File: src/lcdns_pkg.sv
package lcdns_pkg;

    // Request kinds.
    localparam logic [2:0] KIND_INIT      = 3'd0;
    localparam logic [2:0] KIND_COMMAND   = 3'd1;
    localparam logic [2:0] KIND_DATA      = 3'd2;
    localparam logic [2:0] KIND_CURSOR    = 3'd3;
    localparam logic [2:0] KIND_BACKLIGHT = 3'd4;

    // Fixed LCD command bytes.
    localparam logic [7:0] CMD_SET_DDRAM  = 8'h80;
    localparam logic [7:0] CMD_DISPLAY_ON = 8'h0C;

    localparam logic [2:0] ROW_COUNT_RESET = 3'd2;

    // Job queue between the classifier and the sequencer.
    localparam int FIFO_DEPTH = 2;
    localparam int FIFO_AW    = 1;

    // Nibble and phase counters of the sequencer.
    localparam logic [3:0] INIT_LAST_NIB = 4'd13;
    localparam logic [3:0] BYTE_LAST_NIB = 4'd1;
    localparam logic [1:0] PHASE_PRE     = 2'd0;
    localparam logic [1:0] PHASE_STROBE  = 2'd1;
    localparam logic [1:0] PHASE_POST    = 2'd2;

    localparam logic [5:0] INIT_WAIT_BEFORE = 6'd50;
    localparam logic [2:0] NIBBLE_WAIT      = 3'd2;

    // One unit of work for the sequencer.
    typedef struct packed {
        logic       is_init;
        logic [7:0] data;
        logic       rs;
        logic       bl;
    } job_t;

    // DDRAM address of the first cell of each row.
    function automatic logic [7:0] row_base(input logic [1:0] row);
        logic [7:0] base;
        case (row)
            2'd0:    base = 8'h00;
            2'd1:    base = 8'h40;
            2'd2:    base = 8'h14;
            2'd3:    base = 8'h54;
            default: base = 8'h00;
        endcase
        return base;
    endfunction

    // Nibble sent at each step of the power-up sequence.
    function automatic logic [3:0] init_nibble(input logic [3:0] idx);
        logic [3:0] nib;
        case (idx)
            4'd0, 4'd1, 4'd2: nib = 4'h3;
            4'd3, 4'd4:       nib = 4'h2;
            4'd5, 4'd7:       nib = 4'h8;
            4'd9:             nib = 4'h1;
            4'd11:            nib = 4'h6;
            4'd13:            nib = 4'hC;
            default:          nib = 4'h0;
        endcase
        return nib;
    endfunction

    // Settle time after each nibble of the power-up sequence.
    function automatic logic [2:0] init_wait(input logic [3:0] idx);
        logic [2:0] w;
        case (idx)
            4'd0:             w = 3'd7;
            4'd1, 4'd2, 4'd3: w = 3'd3;
            4'd9:             w = 3'd4;
            default:          w = NIBBLE_WAIT;
        endcase
        return w;
    endfunction

endpackage

File: src/lcdns_front.sv
module lcdns_front (
    input  logic                clk,
    input  logic                rst_n,
    input  logic                req_valid,
    output logic                req_stall,
    input  logic [2:0]          kind,
    input  logic [7:0]          value,
    input  logic [5:0]          column,
    input  logic [1:0]          row,
    input  logic                cfg_we,
    input  logic [2:0]          cfg_data,
    input  logic                fifo_full,
    output logic                push,
    output lcdns_pkg::job_t     push_job
);
    import lcdns_pkg::*;

    logic [2:0] row_count_reg;
    logic       bl_reg;
    logic       accept;
    logic       useful;
    logic [7:0] cursor_addr;

    assign req_stall   = fifo_full;
    assign accept      = req_valid && !req_stall;
    assign cursor_addr = row_base(row) + {2'b00, column};

    always_comb
    begin
        useful           = 1'b0;
        push_job.is_init = 1'b0;
        push_job.data    = value;
        push_job.rs      = 1'b0;
        push_job.bl      = bl_reg;
        case (kind)
            KIND_INIT:
            begin
                useful           = 1'b1;
                push_job.is_init = 1'b1;
            end
            KIND_COMMAND:
            begin
                useful = 1'b1;
            end
            KIND_DATA:
            begin
                useful      = 1'b1;
                push_job.rs = 1'b1;
            end
            KIND_CURSOR:
            begin
                useful        = ({1'b0, row} < row_count_reg);
                push_job.data = CMD_SET_DDRAM | cursor_addr;
            end
            KIND_BACKLIGHT:
            begin
                useful        = 1'b1;
                push_job.data = CMD_DISPLAY_ON;
                push_job.bl   = 1'b1;
            end
            default:
            begin
                useful = 1'b0;
            end
        endcase
    end

    assign push = accept && useful;

    always_ff @(posedge clk or negedge rst_n)
    begin
        if (!rst_n)
        begin
            row_count_reg <= ROW_COUNT_RESET;
            bl_reg        <= 1'b0;
        end
        else
        begin
            if (cfg_we)
            begin
                row_count_reg <= cfg_data;
            end
            if (accept && kind == KIND_BACKLIGHT)
            begin
                bl_reg <= 1'b1;
            end
        end
    end

endmodule

File: src/lcdns_fifo.sv
module lcdns_fifo (
    input  logic                clk,
    input  logic                rst_n,
    input  logic                push,
    input  lcdns_pkg::job_t     push_job,
    output logic                full,
    input  logic                pop,
    output logic                head_valid,
    output lcdns_pkg::job_t     head_job
);
    import lcdns_pkg::*;

    job_t               mem_reg [FIFO_DEPTH];
    logic [FIFO_AW-1:0] wr_ptr_reg;
    logic [FIFO_AW-1:0] rd_ptr_reg;
    logic [FIFO_AW:0]   count_reg;
    logic [FIFO_AW:0]   count_next;

    assign full       = (count_reg == FIFO_AW'(0) + (FIFO_AW+1)'(FIFO_DEPTH));
    assign head_valid = (count_reg != '0);
    assign head_job   = mem_reg[rd_ptr_reg];

    always_comb
    begin
        count_next = count_reg;
        if (push && !pop)
        begin
            count_next = count_reg + 1'b1;
        end
        else if (pop && !push)
        begin
            count_next = count_reg - 1'b1;
        end
    end

    always_ff @(posedge clk)
    begin
        if (push)
        begin
            mem_reg[wr_ptr_reg] <= push_job;
        end
    end

    always_ff @(posedge clk or negedge rst_n)
    begin
        if (!rst_n)
        begin
            wr_ptr_reg <= '0;
            rd_ptr_reg <= '0;
            count_reg  <= '0;
        end
        else
        begin
            if (push)
            begin
                wr_ptr_reg <= wr_ptr_reg + 1'b1;
            end
            if (pop)
            begin
                rd_ptr_reg <= rd_ptr_reg + 1'b1;
            end
            count_reg <= count_next;
        end
    end

endmodule

File: src/lcdns_back.sv
module lcdns_back (
    input  logic                clk,
    input  logic                rst_n,
    input  logic                head_valid,
    input  lcdns_pkg::job_t     head_job,
    output logic                pop,
    output logic                res_valid,
    input  logic                res_stall,
    output logic [7:0]          port_byte,
    output logic [5:0]          wait_before_ms,
    output logic [2:0]          wait_after_ms,
    output logic                last
);
    import lcdns_pkg::*;

    logic [3:0] nib_reg;
    logic [1:0] phase_reg;
    logic       out_valid_reg;
    logic [7:0] port_byte_reg;
    logic [5:0] wait_before_reg;
    logic [2:0] wait_after_reg;
    logic       last_reg;

    logic       advance;
    logic       nib_done;
    logic       job_done;
    logic [3:0] nib_last;
    logic [3:0] nibble;
    logic [2:0] settle;
    logic [7:0] port_byte_next;
    logic [5:0] wait_before_next;
    logic [2:0] wait_after_next;

    assign advance  = head_valid && (!out_valid_reg || !res_stall);
    assign nib_last = head_job.is_init ? INIT_LAST_NIB : BYTE_LAST_NIB;
    assign nib_done = (phase_reg == PHASE_POST);
    assign job_done = nib_done && (nib_reg == nib_last);
    assign pop      = advance && job_done;

    always_comb
    begin
        if (head_job.is_init)
        begin
            nibble = init_nibble(nib_reg);
            settle = init_wait(nib_reg);
        end
        else
        begin
            nibble = (nib_reg == 4'd0) ? head_job.data[7:4] : head_job.data[3:0];
            settle = NIBBLE_WAIT;
        end
        port_byte_next   = {nibble, head_job.bl, (phase_reg == PHASE_STROBE), 1'b0,
                            head_job.rs};
        wait_before_next = (head_job.is_init && nib_reg == 4'd0 && phase_reg == PHASE_PRE)
                           ? INIT_WAIT_BEFORE : 6'd0;
        wait_after_next  = nib_done ? settle : 3'd0;
    end

    always_ff @(posedge clk)
    begin
        if (advance)
        begin
            port_byte_reg   <= port_byte_next;
            wait_before_reg <= wait_before_next;
            wait_after_reg  <= wait_after_next;
            last_reg        <= job_done;
        end
    end

    always_ff @(posedge clk or negedge rst_n)
    begin
        if (!rst_n)
        begin
            nib_reg       <= '0;
            phase_reg     <= PHASE_PRE;
            out_valid_reg <= 1'b0;
        end
        else
        begin
            if (advance)
            begin
                out_valid_reg <= 1'b1;
                if (nib_done)
                begin
                    phase_reg <= PHASE_PRE;
                    nib_reg   <= job_done ? 4'd0 : nib_reg + 4'd1;
                end
                else
                begin
                    phase_reg <= phase_reg + 2'd1;
                end
            end
            else if (!res_stall)
            begin
                out_valid_reg <= 1'b0;
            end
        end
    end

    assign res_valid      = out_valid_reg;
    assign port_byte      = port_byte_reg;
    assign wait_before_ms = wait_before_reg;
    assign wait_after_ms  = wait_after_reg;
    assign last           = last_reg;

endmodule

File: src/char_lcd_nibble_sequencer_top.sv
// With the sequencer idle, a request beat is written into the job queue and the sequencer's
// output register then presents the first port byte of the request.
// Throughput: one port byte per cycle while the sink does not stall; six port writes for a
// command, data, cursor or backlight request and forty-two for initialise; ignored requests
// take no sequencer time. The sequencer's nibble and phase counters set these counts.
// Reset: backlight off, row count 2, job queue and output register empty.
module char_lcd_nibble_sequencer_top (
    input  logic       clk,
    input  logic       rst_n,
    // Request channel.
    input  logic       req_valid,
    output logic       req_stall,
    input  logic [2:0] kind,
    input  logic [7:0] value,
    input  logic [5:0] column,
    input  logic [1:0] row,
    // Row count register.
    input  logic       cfg_we,
    input  logic [2:0] cfg_data,
    // Port byte channel.
    output logic       res_valid,
    input  logic       res_stall,
    output logic [7:0] port_byte,
    output logic [5:0] wait_before_ms,
    output logic [2:0] wait_after_ms,
    output logic       last
);
    import lcdns_pkg::*;

    // The front end classifies each request beat into a job: either the fixed
    // power-up sequence or one LCD byte with its select and backlight bits.
    // Cursor requests on rows beyond the row count and unknown kinds are taken
    // but produce no job. The backlight bit is captured into each job, so jobs
    // already queued keep the backlight state they were issued under.
    logic fifo_full;
    logic push;
    job_t push_job;
    logic pop;
    logic head_valid;
    job_t head_job;

    lcdns_front u_front (
        .clk       (clk),
        .rst_n     (rst_n),
        .req_valid (req_valid),
        .req_stall (req_stall),
        .kind      (kind),
        .value     (value),
        .column    (column),
        .row       (row),
        .cfg_we    (cfg_we),
        .cfg_data  (cfg_data),
        .fifo_full (fifo_full),
        .push      (push),
        .push_job  (push_job)
    );

    // A two-entry queue decouples the front end from the sequencer, so new
    // requests are taken while an earlier job is still being played out.
    lcdns_fifo u_fifo (
        .clk        (clk),
        .rst_n      (rst_n),
        .push       (push),
        .push_job   (push_job),
        .full       (fifo_full),
        .pop        (pop),
        .head_valid (head_valid),
        .head_job   (head_job)
    );

    // The sequencer walks the job at the head of the queue, three port writes
    // per nibble with enable low, high and low, and pops the job after its
    // final write. Its output register holds a beat while the sink stalls.
    lcdns_back u_back (
        .clk            (clk),
        .rst_n          (rst_n),
        .head_valid     (head_valid),
        .head_job       (head_job),
        .pop            (pop),
        .res_valid      (res_valid),
        .res_stall      (res_stall),
        .port_byte      (port_byte),
        .wait_before_ms (wait_before_ms),
        .wait_after_ms  (wait_after_ms),
        .last           (last)
    );

endmodule

File: config.mk
export PLATFORM = sky130hd
export DESIGN_NAME = char_lcd_nibble_sequencer_top
export DESIGN_NICKNAME = d
export VERILOG_FILES = /design/src/lcdns_pkg.sv /design/src/lcdns_front.sv /design/src/lcdns_fifo.sv /design/src/lcdns_back.sv /design/src/char_lcd_nibble_sequencer_top.sv
export SDC_FILE = /design/constraint.sdc
export NUM_CORES = 1
export LEC_CHECK = 0
export ABC_AREA = 1
export BUFFER_PORTS_ARGS = -buffer_cell sky130_fd_sc_hd__clkbuf_2
export CORE_MARGIN = 10
export CORE_UTILIZATION = 46
export CTS_CLUSTER_DIAMETER = 150
export DETAILED_ROUTE_END_ITERATION = 10
export PLACE_DENSITY = 0.72
export SLEW_MARGIN = 10
export SYNTH_ARGS = -nofsm -noshare
export SYNTH_HDL_FRONTEND = slang
export SYNTH_HIERARCHICAL = 1
export SYNTH_SLANG_ARGS = --single-unit
File: constraint.sdc
create_clock -name clk -period 3.8 [get_ports clk]
set_input_delay 0.38 -clock clk [delete_from_list [all_inputs] [get_ports clk]]
set_output_delay 0.38 -clock clk [all_outputs]
set_load 0.005 [all_outputs]
==> summary.txt <==
chip height: 95.2 um
share of final-layout standard cells stronger than drive strength 1: 0.267
Worst Path Buf+Inv: 3
Hold Vio Cnt, Final: 8
final setup slack of the worst path: 1350 ps
count of endpoints failing setup in the final report: 0
floorplan die area: 0.00906 sq mm
total non-filler cell area in the finished layout: 0.00296 sq mm
outcome: finished with violations
highest-delay cell along the critical path: sky130_fd_sc_hd__dfrtp_1
Post-CTS Setup Repair Bufs: 0
static leakage: 1.44 nW
Flop pwr share: 0.443
startpoint kind of the worst setup timing path: register
largest incremental delay on the critical path: 740 ps
most used routing layer: met2
share of flip-flops with an asynchronous set or reset: 0.306
Area contributors post-synth: sky130_fd_sc_hd__edfxtp_1 (39%), sky130_fd_sc_hd__dfrtp_1 (13%), sky130_fd_sc_hd__nand2_1 (9.5%), sky130_fd_sc_hd__inv_1 (5.3%), sky130_fd_sc_hd__mux2_4 (5.2%)
Critical Path Most Common Cell: sky130_fd_sc_hd__nand2_1
worst-margin pin slew: 832 ps
Final Hold Slack: -5.25 ps
reg2reg setup slack: 1350 ps
maximum number of pins on one net before global-route repair: 17
highest clock frequency the design can meet: 408 MHz
failing checks: negative hold slack
max_slew headroom: 0.443
post-detailed-route via-to-cell ratio: 4.71
cts hold-fix bufs: 0
mean instance size in the synthesized netlist: 10.0 sq um
crit path cell chain: mux2_4 -> inv_2 -> nand2_1 -> nand2_1 -> nand3_2 -> nor2_1 -> inv_1 -> ha_1 -> inv_1 -> nand3_1 -> nand2_1 -> nand2_1
Worst IR Drop VDD: 0.255 mV
Post-synth EDFFs: 34
number of global-route vias before repair: 1751
TritonCTS clock tree: built
clock latency of the later-clocked register in the worst-skew pair: 300 ps
residual DRC count: 0
Clock power frac: 0.212
number of clock sinks: 49
Total Neg Setup Slack: 0 ps
Worst EP required: 4000 ps
antenna viol nets, final: 0
part of the Yosys area used for sequential elements: 0.538
count of TritonRoute iterations in the first routing pass: 7
M3 GR Usage: 0.0369
switching share of power: 0.347
nets@finish: 338
critical path class: register to register
Net Switching: 0.712 mW
worst hold path type: input port to asynchronous set/reset pin
Clock Skew: 9.54 ps
number of warnings reported in the yosys synthesis log: 6
Post-Syn Instances: 260
initial core utilization: 0.472
crit-path leading delay family: flip-flops
buffers added on ports: 42
kind of end point of the critical path: register
floorplan die width: 95.2 um
area inside the core boundary: 0.00551 sq mm
cts bufs inserted: 5
dominant synthesized flop cell: sky130_fd_sc_hd__edfxtp_1
cell internal pwr: 1.34 mW
number of vias after detailed routing: 1768
global-route met2 utilization: 0.179
most frequent cells after synthesis: sky130_fd_sc_hd__nand2_1 (66), sky130_fd_sc_hd__inv_1 (37), sky130_fd_sc_hd__edfxtp_1 (34)
library cell with the highest instance count after synthesis: sky130_fd_sc_hd__nand2_1
Site Rows: 27
cell area reported after detailed placement: 0.00282 sq mm
detailed-route wire length: 4.60 mm
Largest register FFs: 22
P&R area growth vs syn: 14.0%
cell taking the most area after synthesis: sky130_fd_sc_hd__edfxtp_1
Reg clk slew, reported paths: 90 ps
routability-driven placement congestion ratio: 0.820
crit path DAT: 2650 ps
Yosys top cell area share: 0.393
largest driver fanout on the critical path: 12
Post-Place Setup Slack: 1350 ps
Total Routing Usage GR: 0.104
number of slew-limit violations in the final report: 0
final cycle utilization of the critical path: 0.644
clock period minus final worst setup slack: 2450 ps
post-synthesis cell type count: 33
H-tree levels: 2
post-cts resize count: 0
global routing usage on met1: 0.117
first element of the critical path: u_fifo/rd_ptr_reg
Seq cells post-synth: 49
starting DRC count in detailed routing: 76
setup repair after global routing missed its margin: false
number of diodes added for antenna fixing: 0
clock tree root driver cell: sky130_fd_sc_hd__clkbuf_8
power density cells: 694 mW/mm^2
placed wire-length estimate after detailed placement: 3.69 mm
r2r startpoint: u_fifo/rd_ptr_reg
total congestion overflow after global routing: 0
CTS Buffer Depth: 2
antenna violations before repair: 0
total standard cell area after synthesis: 0.00260 sq mm
wire length of the first global-routing pass: 7.65 mm
average wire per cell in the routed design: 12.3 um
max cap viols: 0
Comb pwr share: 0.345
boundary pin count: 47
worst reg2reg max path: stages (launching register included):
cell and delay (ps):
sky130_fd_sc_hd__dfrtp_1 740, sky130_fd_sc_hd__mux2_4 390, sky130_fd_sc_hd__inv_2 140, sky130_fd_sc_hd__nand2_1 60
sky130_fd_sc_hd__nand2_1 80, sky130_fd_sc_hd__nand3_2 130, sky130_fd_sc_hd__nor2_1 190, sky130_fd_sc_hd__inv_1 70
sky130_fd_sc_hd__ha_1 300, sky130_fd_sc_hd__inv_1 80, sky130_fd_sc_hd__nand3_1 70, sky130_fd_sc_hd__nand2_1 60
sky130_fd_sc_hd__nand2_1 50
placed cells by master (no fill, tap or decap), types with 2 or more instances in the layout:
master                      Yosys  final
sky130_fd_sc_hd__nand2_1       66     66
sky130_fd_sc_hd__clkbuf_2       0     42
sky130_fd_sc_hd__inv_1         37     37
sky130_fd_sc_hd__edfxtp_1      34     34
sky130_fd_sc_hd__nand3_1       16     16
sky130_fd_sc_hd__o21ai_0       14     14
sky130_fd_sc_hd__dfrtp_1       14     14
sky130_fd_sc_hd__nor2_1        10     10
sky130_fd_sc_hd__ha_1           9      9
sky130_fd_sc_hd__mux2_4         9      9
sky130_fd_sc_hd__inv_2          6      6
sky130_fd_sc_hd__clkbuf_8       0      5
sky130_fd_sc_hd__o21ai_1        4      4
sky130_fd_sc_hd__conb_1         1      4
sky130_fd_sc_hd__nand4_1        3      3
sky130_fd_sc_hd__nand2_2        3      3
sky130_fd_sc_hd__bufinv_16      0      2
sky130_fd_sc_hd__nand3_2        2      2
sky130_fd_sc_hd__nor2_4         2      2
sky130_fd_sc_hd__nor3_1         2      2
sky130_fd_sc_hd__a31oi_1        2      2
sky130_fd_sc_hd__mux2_2         2      2
sky130_fd_sc_hd__xor2_1         2      2
sky130_fd_sc_hd__a22o_1         2      2
cell type report:
type / instances / area (sq um)
inverters: 44 / 170
repair buffers: 42 / 210
fillers: 496 / 2540
multi-input cells: 160 / 956
well taps: 72 / 90.1
clock inverters: 3 / 68.8
flip-flops and latches: 49 / 1400
clock buffers: 5 / 68.8
power by group through the flow:
stage	Combinational [mW]	Clock, mW	Sequential, mW
2_1_floorplan	0.599	0	0.865
3_3_place_gp	0.703	0	0.920
3_5_place_dp	0.716	0	0.925
4_1_cts	0.718	0.445	0.913
5_1_grt	0.810	0.473	0.932
6_report	0.709	0.436	0.910
path summary, 6_finish.rpt:
| path | end | depth (start not counted) |
|---|---|---|
| worst max-delay path | u_fifo/count_reg[1] | 12 |
| worst min-delay path | u_fifo/rd_ptr_reg | 1 |
| worst max register to register | u_fifo/count_reg[1] | 12 |
| worst min register to register | u_fifo/count_reg[1] | 2 |
| max in group asynchronous | u_front/row_count_reg[1] | 1 |
| min in group clk | u_front/row_count_reg[1] | 3 |
routing by layer:
| layer | vias up | part of all wire |
|---|---|---|
| met1 | 800 | 0.43 |
| met5 | - | 0 |
| met4 | 0 | 0.010 |
| met3 | 4 | 0.084 |
| met2 | 46 | 0.48 |
| li1 | 918 | - |
metrics by stage:
stage                util  power (mW)  instances
floorplan               -        1.46        263
global placement    0.513        1.62        367
detailed placement  0.513        1.64        367
CTS                 0.538        2.08        375
global route        0.538        2.22        375
finish              0.538        2.05        375
cell families (layout without fill, tap and decap cells):
family	after synthesis	in the layout	share of synthesized area
buffers and inverters	54	94	0.0987
AO/OA/AOI/OAI	26	26	0.0583
adder cells (fa/ha/maj)	9	9	0.0433
multiplexers	11	11	0.0607
XOR/XNOR	3	3	0.0101
AND/OR/NAND/NOR	107	107	0.190
other	1	4	0.00144
flip-flops	49	49	0.538
(Power assumes the default switching activity.)
